**src/lpti_pkg.sv**
```systemverilog
// Shared constants, register indexes and inter-stage structs of the line projection interpolator.
package lpti_pkg;

   localparam int TABLE_DEPTH = 1024;
   localparam int ADDR_W      = $clog2(TABLE_DEPTH);

   localparam logic OP_WRITE  = 1'b0;
   localparam logic OP_INTERP = 1'b1;

   typedef enum logic [2:0] {
      CSR_AXIS_START_X,
      CSR_AXIS_START_Y,
      CSR_AXIS_START_Z,
      CSR_DIRECTION_X,
      CSR_DIRECTION_Y,
      CSR_DIRECTION_Z,
      CSR_INVERSE_SPACING,
      CSR_POINT_COUNT
   } csr_index_type;

   typedef struct packed {
      logic [31:0]       start_x;
      logic [31:0]       start_y;
      logic [31:0]       start_z;
      logic [17:0]       dir_x;
      logic [17:0]       dir_y;
      logic [17:0]       dir_z;
      logic [31:0]       inv_spacing;
      logic [ADDR_W-1:0] last;
   } cfg_type;

   typedef struct packed {
      logic        opcode;
      logic [9:0]  wr_index;
      logic [31:0] wr_value;
   } meta_type;

   typedef struct packed {
      logic        valid;
      meta_type    meta;
      logic        neg;
      logic [36:0] d16;
   } proj_type;

   typedef struct packed {
      logic              valid;
      meta_type          meta;
      logic [ADDR_W-1:0] rd_addr0;
      logic [ADDR_W-1:0] rd_addr1;
      logic              clamped;
      logic [15:0]       frac;
   } loc_type;

   typedef struct packed {
      logic        valid;
      logic        clamped;
      logic [15:0] frac;
      logic [31:0] s0;
      logic [31:0] s1;
   } samp_type;

endpackage

```
**src/lpti_locate.sv**
```systemverilog
// Scaling by the reciprocal spacing, bin and fraction, clamping and table addresses.
module lpti_locate (
   input  logic               clock,
   input  logic               reset,
   input  lpti_pkg::proj_type proj,
   input  lpti_pkg::cfg_type  cfg,
   output lpti_pkg::loc_type  loc
);

   logic                          d_valid_ff, e_valid_ff;
   lpti_pkg::meta_type            d_meta_ff, e_meta_ff;
   logic                          d_neg_ff;
   logic [63:0]                   plo_in, plo_ff;
   logic [36:0]                   phi_in, phi_ff;
   logic [37:0]                   bin;
   logic [37:0]                   last_ext;
   logic [31:0]                   frac;
   logic [lpti_pkg::ADDR_W-1:0]   addr0_in, addr1_in, addr0_ff, addr1_ff;
   logic                          clamped_in, clamped_ff;
   logic [15:0]                   f_in, f_ff;

   // 37 x 32 product split into a low 32 x 32 part and a high 5 x 32 part
   always_comb begin
      plo_in = 64'(proj.d16[31:0]) * 64'(cfg.inv_spacing);
      phi_in = 37'(proj.d16[36:32]) * 37'(cfg.inv_spacing);
   end

   always_comb begin
      bin      = 38'(phi_ff) + 38'(plo_ff[63:32]);
      frac     = plo_ff[31:0];
      last_ext = 38'(cfg.last);
      addr0_in   = '0;
      addr1_in   = '0;
      clamped_in = 1'b0;
      f_in       = '0;
      if (d_neg_ff) begin
         clamped_in = 1'b1;
      end else if (bin > last_ext || (bin == last_ext && frac != 32'd0)) begin
         addr0_in   = cfg.last;
         addr1_in   = cfg.last;
         clamped_in = 1'b1;
      end else if (bin == last_ext) begin
         addr0_in = cfg.last;
         addr1_in = cfg.last;
      end else begin
         addr0_in = bin[lpti_pkg::ADDR_W-1:0];
         addr1_in = bin[lpti_pkg::ADDR_W-1:0] + 1'b1;
         f_in     = frac[31:16];
      end
   end

   always_ff @(posedge clock) begin
      if (reset) begin
         d_valid_ff <= 1'b0;
         e_valid_ff <= 1'b0;
      end else begin
         d_valid_ff <= proj.valid;
         e_valid_ff <= d_valid_ff;
      end
   end

   always_ff @(posedge clock) begin
      d_meta_ff  <= proj.meta;
      d_neg_ff   <= proj.neg;
      plo_ff     <= plo_in;
      phi_ff     <= phi_in;
      e_meta_ff  <= d_meta_ff;
      addr0_ff   <= addr0_in;
      addr1_ff   <= addr1_in;
      clamped_ff <= clamped_in;
      f_ff       <= f_in;
   end

   always_comb begin
      loc.valid    = e_valid_ff;
      loc.meta     = e_meta_ff;
      loc.rd_addr0 = addr0_ff;
      loc.rd_addr1 = addr1_ff;
      loc.clamped  = clamped_ff;
      loc.frac     = f_ff;
   end

endmodule

```
**config.mk**
```make
export PLATFORM = sky130hd
export DESIGN_NAME = lpti_locate
export DESIGN_NICKNAME = d
export VERILOG_FILES = /design/src/lpti_pkg.sv /design/src/lpti_locate.sv
export SDC_FILE = /design/constraint.sdc
export NUM_CORES = 2
export LEC_CHECK = 0
export CORE_ASPECT_RATIO = 0.8
export CORE_MARGIN = 2
export CORE_UTILIZATION = 40
export CTS_BUF_LIST = sky130_fd_sc_hd__clkbuf_4
export DETAILED_ROUTE_END_ITERATION = 10
export DONT_BUFFER_PORTS = 1
export HOLD_SLACK_MARGIN = 0.08
export PLACE_DENSITY = 0.61
export SLEW_MARGIN = 40
export SYNTH_ARGS = -nofsm -noshare
export SYNTH_HDL_FRONTEND = slang
export SYNTH_SLANG_ARGS = --single-unit
```
**constraint.sdc**
```tcl
create_clock -name clock -period 22.4 [get_ports clock]
set_input_delay 2.24 -clock clock [delete_from_list [all_inputs] [get_ports clock]]
set_output_delay 2.24 -clock clock [all_outputs]
set_load 0.01 [all_outputs]
```
; ---- Word-level counts from Yosys, hierarchy flattened
; Index checks and enable logic that the tools add are counted.
; Widths: inputs -> output; s select.
[totals]
ff_bits = 227
input_bits = 276
out_inout_bits = 81
[classes]
addsub = 2
multipliers = 2
magnitude_cmp = 1
eq_ne = 1
muxes = 5
n_reduce_logical = 4
[ops]
columns = operator, n
row1 = $mul 32x32->64, 1
row2 = $mux 10, 4
row3 = $add 37x32->38, 1
row4 = $eq 38x10->1, 1
row5 = $gt 38x10->1, 1
row6 = $mul 5x32->37, 1
row7 = $reduce_bool 32->1, 1
row8 = $add 10x1->10 const B, 1
row9 = $reduce_or 3->1, 1
row10 = $logic_and 1x1->1, 1
row11 = $logic_or 1x1->1, 1
row12 = $mux 1, 1

; ---- Logic depth before layout (Yosys ltp)
[depth]
word_depth = 5
mapped_depth = 31

; ---- Worst setup path before layout
; Ideal clock, no wire load.
[synth_timing]
path_type = in2reg
from = input port cfg[18] (netlist name)
to = register plo_ff[61]
arrival_ns = 9.442
setup_slack_ns = 12.842
path_stages = 29
n_path_buf = 2
cell_sequence = clkbuf_1 clkbuf_1 nand2_1 fa_1 inv_1 fa_1 fa_1 inv_1 fa_1 inv_1 fa_1 inv_1 fa_1 inv_1 fa_1 inv_1 fa_1 inv_1 ha_1 nand2_1 nor2_1 a221oi_1 nor2_1 or4_4 o21ba_2 a311oi_4 o21ai_2 or4_1 and4_1
[synth_via]
elab_chain_cells = 1
[synth_lines]
columns = element, line_no
row1 = "start, declared", lpti_locate.sv:6  ; input lpti_pkg::cfg_type cfg,
row2 = $mul 32x32->64, lpti_locate.sv:24  ; plo_in = 64'(proj.d16[31:0]) * 64'(cfg.inv_spacing);
row3 = net plo_in[61], lpti_locate.sv:13  ; logic [63:0] plo_in, plo_ff;
row4 = "end signal, assigned", lpti_locate.sv:65  ; plo_ff <= plo_in;
row5 = "end, declared", lpti_locate.sv:13
; The timed path passes the listed nets, and every way through them passes these cells.
; A chain may end at the register's enable or synchronous reset.

; ---- Worst setup path in the final report
[layout_timing]
from = input port proj[16] (netlist name)
to = register plo_ff[59]
[layout_via]
elab_chain_cells = 1
[layout_lines]
columns = element, line_no
row1 = "start, declared", lpti_locate.sv:5  ; input lpti_pkg::proj_type proj,
row2 = $mul 32x32->64, lpti_locate.sv:24
row3 = net plo_in[59], lpti_locate.sv:13
; The timed path passes the listed nets, and every way through them passes these cells.

==> reports/qor.txt <==
ys flop type: dfxtp_1
final hold violation count: 0
Global Route Usage Sum: 22.1%
vias per std cell: 5.22
first-pass iteration count of the detailed router: 5
GPL Wtd Cong: 0.882
Post-synth EDFFs: 0
Hold Path Sink: loc[50]
buffers from clock root to sink, at most: 3
# nets final: 6315
post-cts sizing count: 0
reg2reg start: plo_ff[32]
kind of critical path: in2reg
Hold Startpoint: d_meta_ff[13]
YS warnings: 0
area grow syn2layout: 3.68%
core area: 113000 um2
# rows: 110
routed len/inst: 20.2 um
CP Capture Type: flip-flop
Peak Freq: 0.107 GHz
hold_buf cts: 0
Starting Density: 40.3%
fraction of layout cells with a size suffix above 1: 2.53%
slew at the pin closest to its max-slew limit: 0.855 ns
startpoint types: input pin
initial antenna violation count: 3
CTS clk-pin slew, worst paths: 0.07 ns
Synth cell types: 79
post-synthesis sequential area ratio: 10.0%
vias in the first global route: 34200
# IOs: 357
first-pass GRT wire length: 200000 um
Util after Layout: 41.8%
Max-cap violations: 0
Critical Path RT: 23.07 ns
Synth Instances: 4919
outcome: finished clean
cts bufs inserted: 56
flops & latches, synth: 227
Async SR Flop Fraction: 0%
final wirelength: 126000 um
Die Span Y: 305 um
commonest non-fill, non-tap cell in the layout: fa_1
Setup Skew: 0.105 ns
crit path time final: 9.39 ns
IO buf count: 0
Die Wd: 381 um
r2r setup slk: 17.66 ns
Setup Buffers After CTS: 0
fillers: 11200
CTS H-tree depth: 2
critical path arrival: 10.06 ns
root buf cell: clkbuf_4
final antenna-violating net count: 0
Setup TNS: 0 ns
detailed placement HPWL: 91200 um
vias: 32700
fin crit share: 41.9%
commonest non-fill, non-tap cells in the layout: fa_1, inv_1, and2_1, nand2_1, ha_1
Worst-Skew Late Latency: 0.78 ns
clk sinks: 227
unrepaired setup endpoints after global routing: false
total grt overflow: 0
CP Max Fanout: 32
Remaining DRCs: 0
Post-Syn Area: 45400 um2
Iter 0 DRT Violations: 2153
pin count of the biggest net entering global routing: 38
RR Endpoint: addr0_ff[3]
Slew Limit Fails: 0
relative slew slack: 42.4%
CTS tree: yes
Worst Hold Depth: 0
Syn Nets: 6533
HP Class: reg2reg
Syn Area/Cell: 9.23 um2
R2R cell count: 12
die footprint: 116000 um2
setup violators final: 0
==> Yosys cell counts, types with 14 or more instances <==
| master | n | share of area, % |
|---|---|---|
| o21bai_1 | 28 | 0.46 |
| a21oi_1 | 128 | 1.4 |
| nor3_1 | 18 | 0.20 |
| xor2_1 | 41 | 0.79 |
| o21ai_0 | 63 | 0.69 |
| nor4_1 | 14 | 0.19 |
| nand3_1 | 32 | 0.35 |
| clkbuf_1 | 260 | 2.1 |
| nand2_1 | 628 | 5.2 |
| dfxtp_1 | 227 | 10 |
| nor2_1 | 85 | 0.70 |
| a211oi_1 | 17 | 0.28 |
| nand4_1 | 25 | 0.34 |
| a32o_1 | 19 | 0.42 |
| fa_1 | 987 | 44 |
| and2_1 | 663 | 9.1 |
| o21a_1 | 15 | 0.25 |
| xnor2_1 | 72 | 1.4 |
| o211ai_1 | 14 | 0.23 |
| a21o_1 | 73 | 1.2 |
| a31oi_1 | 14 | 0.19 |
| inv_1 | 962 | 8.0 |
| ha_1 | 351 | 9.7 |
| nand2b_1 | 17 | 0.23 |
| and3_1 | 17 | 0.23 |
==> kinds of logic (layout without fill, tap and decap cells) <==
family | Yosys count | in the layout | share of synthesized area, %
AOI/OAI and AO/OA | 451 | 451 | 6.75
xor gates and xnor gates | 113 | 113 | 2.18
adders and majority gates | 1338 | 1338 | 53.2
buffers and inverters | 1240 | 1067 | 10.4
DFF | 227 | 227 | 10.0
muxes | 10 | 10 | 0.229
other | 0 | 1 | 0
and+or+nand+nor | 1540 | 1540 | 17.3
==> flip-flops by register name, summed over array words and instances, names as in the netlist, 10 cells and up <==
register,count
plo_ff,64
d_meta_ff,43
loc,43
phi_ff,37
f_ff,16
addr0_ff,10
addr1_ff,10
==> per-stage QoR <==
stage               hold slack, ns  setup WS, ns  cells  instance area [um2]
global placement             0.309         12.37   6155                46200
CTS                          0.324         13.19   6258                47100
finish                       0.318         13.01   6259                47100
detailed placement           0.312         12.33   6155                46200
global route                 0.334         12.79   6259                47100
floorplan                    0.310         12.84   4919                45400
==> worst max-delay path, stage by stage <==
cell      delay [ns]
and2_1          0.15
fa_1            0.53
inv_1           0.05
fa_1            0.50
fa_1            0.46
fa_1            0.55
inv_1           0.05
fa_1            0.49
inv_1           0.06
fa_1            0.54
inv_1           0.05
fa_1            0.47
inv_1           0.05
fa_1            0.48
inv_1           0.04
ha_1            0.36
nand2_1         0.11
nor2_1          0.05
a221oi_1        0.33
o21ai_0         0.41
o211ai_1        0.70
a31oi_1         0.32
a21oi_1         0.35
nor2_1          0.11
o41ai_1         0.39
xnor2_1         0.20
==> cell type report <==
class	instances	area, um2	area share [%]
well taps	1512	1890	4.02
repair buffers	2	15.0	0.0319
flip-flops and latches	227	4540	9.65
diodes	1	2.50	0.00532
inverters	962	3610	7.67
clock buffers	70	526	1.12
clock inverters	33	330	0.702
multi-input cells	3452	36100	76.8
==> routing by layer <==
layer | track usage (%) | vias up | wire length [um]
met5 | 0 | - | 0
met4 | 3.40 | 0 | 1870
met3 | 5.61 | 154 | 12800
met2 | 33.3 | 1294 | 53700
met1 | 32.6 | 16800 | 57900
li1 | - | 14400 | -
==> how the worst max path moves through the flow <==
stage                 end  slack (ns)      from
2_1_floorplan  plo_ff[61]       12.84   cfg[18]
3_3_place_gp   plo_ff[59]       12.37   cfg[12]
3_5_place_dp   plo_ff[59]       12.33   cfg[12]
4_1_cts        plo_ff[59]       13.19   cfg[12]
5_1_grt        plo_ff[59]       12.79   cfg[12]
6_report       plo_ff[59]       13.01  proj[16]
Power is not shown: default switching activity piles up to over one toggle a cycle in this logic, so the estimate is an artifact.
