==> src/lpti_pkg.sv <==
// Shared constants, register indexes and inter-stage structs of the line projection interpolator.
package lpti_pkg;

   localparam int TABLE_DEPTH = 1024;
   localparam int ADDR_W      = $clog2(TABLE_DEPTH);

   localparam logic OP_WRITE  = 1'b0;
   localparam logic OP_INTERP = 1'b1;

   typedef enum logic [2:0] {
      CSR_AXIS_START_X,
      CSR_AXIS_START_Y,
      CSR_AXIS_START_Z,
      CSR_DIRECTION_X,
      CSR_DIRECTION_Y,
      CSR_DIRECTION_Z,
      CSR_INVERSE_SPACING,
      CSR_POINT_COUNT
   } csr_index_type;

   typedef struct packed {
      logic [31:0]       start_x;
      logic [31:0]       start_y;
      logic [31:0]       start_z;
      logic [17:0]       dir_x;
      logic [17:0]       dir_y;
      logic [17:0]       dir_z;
      logic [31:0]       inv_spacing;
      logic [ADDR_W-1:0] last;
   } cfg_type;

   typedef struct packed {
      logic        opcode;
      logic [9:0]  wr_index;
      logic [31:0] wr_value;
   } meta_type;

   typedef struct packed {
      logic        valid;
      meta_type    meta;
      logic        neg;
      logic [36:0] d16;
   } proj_type;

   typedef struct packed {
      logic              valid;
      meta_type          meta;
      logic [ADDR_W-1:0] rd_addr0;
      logic [ADDR_W-1:0] rd_addr1;
      logic              clamped;
      logic [15:0]       frac;
   } loc_type;

   typedef struct packed {
      logic        valid;
      logic        clamped;
      logic [15:0] frac;
      logic [31:0] s0;
      logic [31:0] s1;
   } samp_type;

endpackage

==> src/lpti_blend.sv <==
// Blend stages: sample difference, weighted product, floor, add and saturate.
module lpti_blend (
   input  logic               clock,
   input  logic               reset,
   input  lpti_pkg::samp_type samp,
   output logic               out_valid,
   output logic [31:0]        out_value,
   output logic               out_clamped
);

   logic                g_valid_ff, h_valid_ff, i_valid_ff;
   logic                g_clamped_ff, h_clamped_ff, i_clamped_ff;
   logic [31:0]         g_s0_ff, h_s0_ff;
   logic [15:0]         g_frac_ff;
   logic signed [32:0]  diff_in, diff_ff;
   logic signed [49:0]  prod_in, prod_ff;
   logic signed [49:0]  shifted;
   logic signed [33:0]  total;
   logic [31:0]         value_in, value_ff;

   always_comb begin
      diff_in = $signed({samp.s1[31], samp.s1}) - $signed({samp.s0[31], samp.s0});
      prod_in = diff_ff * $signed({1'b0, g_frac_ff});
      // arithmetic shift gives floor of the Q16 product
      shifted = prod_ff >>> 16;
      total   = 34'($signed(h_s0_ff)) + 34'(shifted);
      if (total[33] == total[32] && total[32] == total[31]) begin
         value_in = total[31:0];
      end else if (total[33]) begin
         value_in = 32'h8000_0000;
      end else begin
         value_in = 32'h7FFF_FFFF;
      end
   end

   always_ff @(posedge clock) begin
      if (reset) begin
         g_valid_ff <= 1'b0;
         h_valid_ff <= 1'b0;
         i_valid_ff <= 1'b0;
      end else begin
         g_valid_ff <= samp.valid;
         h_valid_ff <= g_valid_ff;
         i_valid_ff <= h_valid_ff;
      end
   end

   always_ff @(posedge clock) begin
      g_clamped_ff <= samp.clamped;
      g_s0_ff      <= samp.s0;
      g_frac_ff    <= samp.frac;
      diff_ff      <= diff_in;
      h_clamped_ff <= g_clamped_ff;
      h_s0_ff      <= g_s0_ff;
      prod_ff      <= prod_in;
      i_clamped_ff <= h_clamped_ff;
      value_ff     <= value_in;
   end

   assign out_valid   = i_valid_ff;
   assign out_value   = value_ff;
   assign out_clamped = i_clamped_ff;

endmodule

==> config.mk <==
export PLATFORM = sky130hd
export DESIGN_NAME = lpti_blend
export DESIGN_NICKNAME = d
export VERILOG_FILES = /design/src/lpti_pkg.sv /design/src/lpti_blend.sv
export SDC_FILE = /design/constraint.sdc
export NUM_CORES = 2
export LEC_CHECK = 0
export ABC_AREA = 1
export ABC_CLOCK_PERIOD_IN_PS = 6900
export BUFFER_PORTS_ARGS = -buffer_cell sky130_fd_sc_hd__buf_2
export CAP_MARGIN = 10
export CORE_MARGIN = 4
export CORE_UTILIZATION = 60
export CTS_CLUSTER_DIAMETER = 30
export CTS_CLUSTER_SIZE = 10
export DETAILED_ROUTE_END_ITERATION = 6
export GPL_TIMING_DRIVEN = 0
export PLACE_DENSITY = 0.78
export SETUP_SLACK_MARGIN = 0.15
export SLEW_MARGIN = 20
export SYNTH_ARGS = -nofsm -noshare
export SYNTH_HDL_FRONTEND = slang
export SYNTH_SLANG_ARGS = --single-unit
==> constraint.sdc <==
create_clock -name clock -period 6.9 [get_ports clock]
set_input_delay 1.035 -clock clock [delete_from_list [all_inputs] [get_ports clock]]
set_output_delay 1.035 -clock clock [all_outputs]
set_load 0.01 [all_outputs]
* Word-level counts from Yosys, hierarchy flattened
Index checks and enable logic that the tools add are counted.
Word-level totals: logic and storage cells 20, flip-flop bits (word level) 201, output and inout port bits 34, input port bits 84
Operators by class: multiply operators 1, eq/ne operators 2, multiplexer cells 2, reductions and logical operators 1, add/subtract/negate cells 2
Operators with widths (number):
- 2-to-1 mux 32 bit | 2
- multiplier 33 x 17 -> 50 bit | 1
- adder 32 x 34 -> 34 bit | 1
- subtractor 32 x 32 -> 33 bit | 1
- == test 1 bit | 2
- logical AND 1 bit | 1

* Longest topological paths before layout
depth after elaboration 4, mapped depth 29, depth with buffers taken out 27

* Least setup slack after synthesis
Ideal clock, no wire load.
path kind reg-to-reg, start register diff_ff[32], end register prod_ff[49], slack 1.363 ns, arrival time 5.423 ns, buffers on the path 2, required time 6.786 ns, cell stages (with the launch flop) 22, period minus slack after synthesis 5.537 ns, library setup time 0.114 ns, cell sequence dfxtp_1 > clkbuf_1 > clkbuf_1 > nand2_1 > inv_1 > fa_1 > fa_1 > fa_1 > fa_1 > fa_1 > inv_1 > fa_1 > inv_1 > ha_1 > a21oi_1 > inv_1 > a31oi_1 > o21ai_0 > a21oi_1 > nand3_1 > nand2_1 > nand2_1
On the way: word-level cells in the longest chain between the ends 1
RTL lines:
- start, declared | line lpti_blend.sv:15 | logic signed [32:0] diff_in, diff_ff;
- start signal, assigned | line lpti_blend.sv:52 | diff_ff <= diff_in;
- multiplier 33 x 17 -> 50 bit | line lpti_blend.sv:23 | prod_in = diff_ff * $signed({1'b0, g_frac_ff});
- net prod_in[49] | line lpti_blend.sv:16 | logic signed [49:0] prod_in, prod_ff;
- end signal, assigned | line lpti_blend.sv:55 | prod_ff <= prod_in;
- end, declared | line lpti_blend.sv:16
The timed path passes the listed nets, and every way through them passes these cells. A chain may end at the register's enable or synchronous reset.

* Final worst setup path
start register diff_ff[29], end register prod_ff[41]
The elaborated chain is that of the path after synthesis.

==> summary.md <==
| Metric | Value |
|---|---|
| Buffer count from post-CTS setup fixing | 0 |
| Number of nets in the finished design | 4524 |
| Routed WL | 82.31 mm |
| Core Footprint | 45380 µm² |
| FILL cells | 4014 |
| Number of global-route vias before repair | 23.67k |
| All-Layer GR Usage | 0.3395 |
| Crit path max-delay cell type | clkbuf_1 |
| Number of clock buffers inserted by TritonCTS | 17 |
| Tightest Hold Check Type | reg2reg |
| Bufs on Longest Clock Path | 2 |
| Final Wtd Congestion | 0.9993 |
| CTS root buffer | clkbuf_16 |
| Worst slack on hold paths | 0.3202 ns |
| RSZ-0062 raised after global routing | yes |
| Ports | 118 |
| Top cells by count, synth | nand2_1 (979), inv_1 (970), fa_1 (503), dfxtp_1 (185), ha_1 (182) |
| Area of placed instances | 28920 µm² |
| Launching element type of the critical path | flop |
| Y dimension of the die | 222.4 µm |
| Number of DRC violations after detailed routing | 0 |
| Final critical delay including setup and external delays | 6.592 ns |
| Critical Path End Type | flop |
| Setup-failing EPs final | 0 |
| Most used flip-flop cell after synthesis | dfxtp_1 |
| Synth Warn # | 0 |
| Total negative slack for setup checks | 0 ns |
| Wire length of the first global-routing pass | 129.1 mm |
| Hold buffer count at cts | 0 |
| Number of rows created at floorplan | 78 |
| Share of flip-flops with an asynchronous set or reset after synthesis | 0 |
| Synthesized flop and latch total | 185 |
| Maximum achievable frequency | 151.7 MHz |
| Vias per cell | 5.328 |
| Count leader, synth | nand2_1 |
| Detail Route met2 WL | 36.32 mm |
| Clock sink count | 185 |
| Buffers on Ports | 117 |
| Outcome | complete, no violations |
| Crit share post-route | 0.9554 |
| Maximum number of pins on one net before global-route repair | 20 |
| Pin slew with the least headroom to its limit | 0.8575 ns |
| Average routed wire per standard cell | 18.84 µm |
| Detailed Routing Iterations Pass 1 | 7 |
| Max cap viols | 0 |
| Number of nets in the synthesized netlist | 4388 |
| Worst Path Required | 7.25 ns |
| Top layer in use | met4 |
| Maximum net fanout on the critical path | 10 |
| Post-synthesis instance area | 27580 µm² |
| Number of unique standard cell types used by synthesis | 40 |
| Number of antenna violations at the first check in global routing | 1 |
| Congestion Overflow GR | 0 |
| H-tree lvl count | 4 |
| Vias | 23.28k |
| Remaining antenna violation count after routing | 0 |
| Data arrival time of the critical path | 6.95 ns |
| Die Wd | 222.4 µm |
| Met1 Wirelength | 32.12 mm |
| Die outline area | 49460 µm² |
| Post-synthesis instance total | 3619 |
| CP dominant cell by count | fa_1 |
| Finished Cell Area | 29590 µm² |
| Initial core utilization | 0.6077 |
| Worst-Skew Late Latency | 0.48 ns |
| DRT iter0 DRCs | 2178 |
| Share of synthesized area occupied by flip-flops and latches | 0.1343 |
| Layout cell share with drive strength beyond 1 | 0.06661 |
| CTS tree | done |
| Count of flip-flops with a built-in enable after synthesis | 0 |
| Cell taking the most area after synthesis | fa_1 |
| Syn_area_per_cell | 7.621 µm² |
| Area overhead of the layout relative to synthesis | 7.286% |
| Met3 Routed Length | 9.327 mm |
| Critical path, cell by cell | clkbuf_1 > clkbuf_1 > nand2_1 > fa_1 > fa_1 > fa_1 > inv_1 > fa_1 > fa_1 > inv_1 > fa_1 > inv_1 > ha_1 > a21oi_1 > a21boi_0 > o21ai_0 > a21oi_1 > nand3_1 > xor2_1 |
| Clock slew at reported path FFs | 0.08 ns |
| Slew headroom | 0.4283 |
| Biggest cell delay along the critical path | 0.59 ns |
| Slew Limit Fails | 0 |
| Final number of hold-violating endpoints | 0 |
| Share of the synthesized area in the top cell type | 0.3651 |
| Largest cells by area after synthesis | fa_1 (37%), dfxtp_1 (13%), nand2_1 (13%) |
| Critical Setup Path Class | reg2reg |
| HPWL after detailed placement | 69.50 mm |
| Worst clock skew | 0.01466 ns |
==> per-stage QoR <==
stage,utilization,cells,setup WS (ns)
6_report,0.6520,4369,0.3075
5_1_grt,0.6520,4369,0.09211
4_1_cts,0.6505,4368,0.1543
3_5_place_dp,0.6372,4336,-0.04435
3_3_place_gp,0.6372,4336,-0.001585
2_1_floorplan,-,3619,1.363
==> critical path: cells and delay by family (launching register included) <==
family	cells	cell delay, ns
compound gates	4	0.97
xor+xnor	1	0.21
fa+ha+maj	7	3.49
buf+inv	5	1.08
flops	1	0.31
simple gates	2	0.40
==> area by class of cell <==
type,count,area [µm²],area share
multi-input combinational,2329,19700,0.6656
sequential,185,3704,0.1252
inverter,973,3652,0.1234
tap,600,750.7,0.02537
buffer,132,609.3,0.02059
timing repair buffer,117,585.6,0.01979
clock buffer,18,439.2,0.01484
clock inverter,14,150.1,0.005074
antenna,1,2.502,0.00008457
==> sequential cells by signal (all words and copies together) (netlist names) <==
signal and cells:
g_valid_ff 1, h_s0_ff 32, out_valid 1, g_clamped_ff 1, diff_ff 33, g_s0_ff 32, prod_ff 34, h_valid_ff 1
g_frac_ff 16, out_value 32, h_clamped_ff 1, out_clamped 1
==> cell families after synthesis <==
family	after synthesis	share of synthesized area
compound gates	255	0.05167
xor+xnor	81	0.02572
fa+ha+maj	685	0.4477
buf+inv	1105	0.1517
flops	185	0.1343
simple gates	1308	0.1890
==> worst paths after layout <==
check | startpoint | endpoint | slack [ns] | cells after the start
min reg2reg | g_s0_ff[5] | h_s0_ff[5] | 0.32 | 0
max | diff_ff[29] | prod_ff[41] | 0.31 | 19
min | g_s0_ff[5] | h_s0_ff[5] | 0.32 | 0
max reg2reg | diff_ff[29] | prod_ff[41] | 0.31 | 19
==> per-layer routing <==
layer	track usage	vias to the layer above
met4	0.1656	0
met3	0.09618	243
li1	-	10720
met2	0.5229	1201
met5	0	-
met1	0.4454	11120
==> timing repair <==
action | in CTS | in global routing
pin swaps | 0 | 0
hold endpoints to repair | 0 | 0
endpoints found under the setup margin | 10 | 32
gates resized for setup | 13 | 106
==> cell usage in the layout, fill, tap and decap left out, types with 3 or more instances in the layout <==
| cell type | n |
|---|---|
| nand2_2 | 16 |
| nor4_1 | 4 |
| o21bai_1 | 20 |
| buf_2 | 120 |
| nor2_2 | 3 |
| a21oi_1 | 133 |
| fa_1 | 502 |
| inv_8 | 4 |
| clkbuf_16 | 17 |
| a21boi_0 | 6 |
| nand3_1 | 74 |
| dfxtp_1 | 185 |
| clkbuf_1 | 63 |
| clkinv_8 | 3 |
| xor2_1 | 54 |
| ha_1 | 182 |
| a21o_1 | 18 |
| nand2_1 | 979 |
| nand3b_1 | 3 |
| and3_1 | 6 |
| nand3_2 | 3 |
| nor3_1 | 17 |
| xnor2_1 | 27 |
| inv_2 | 3 |
| nor2_1 | 181 |
| o21ai_0 | 54 |
| inv_6 | 4 |
| inv_1 | 970 |
| nand4_1 | 12 |
| a31oi_1 | 15 |
| clkbuf_2 | 63 |
| o21a_1 | 5 |
Power is not shown: default switching activity piles up to over one toggle a cycle in this logic, so the estimate is an artifact.
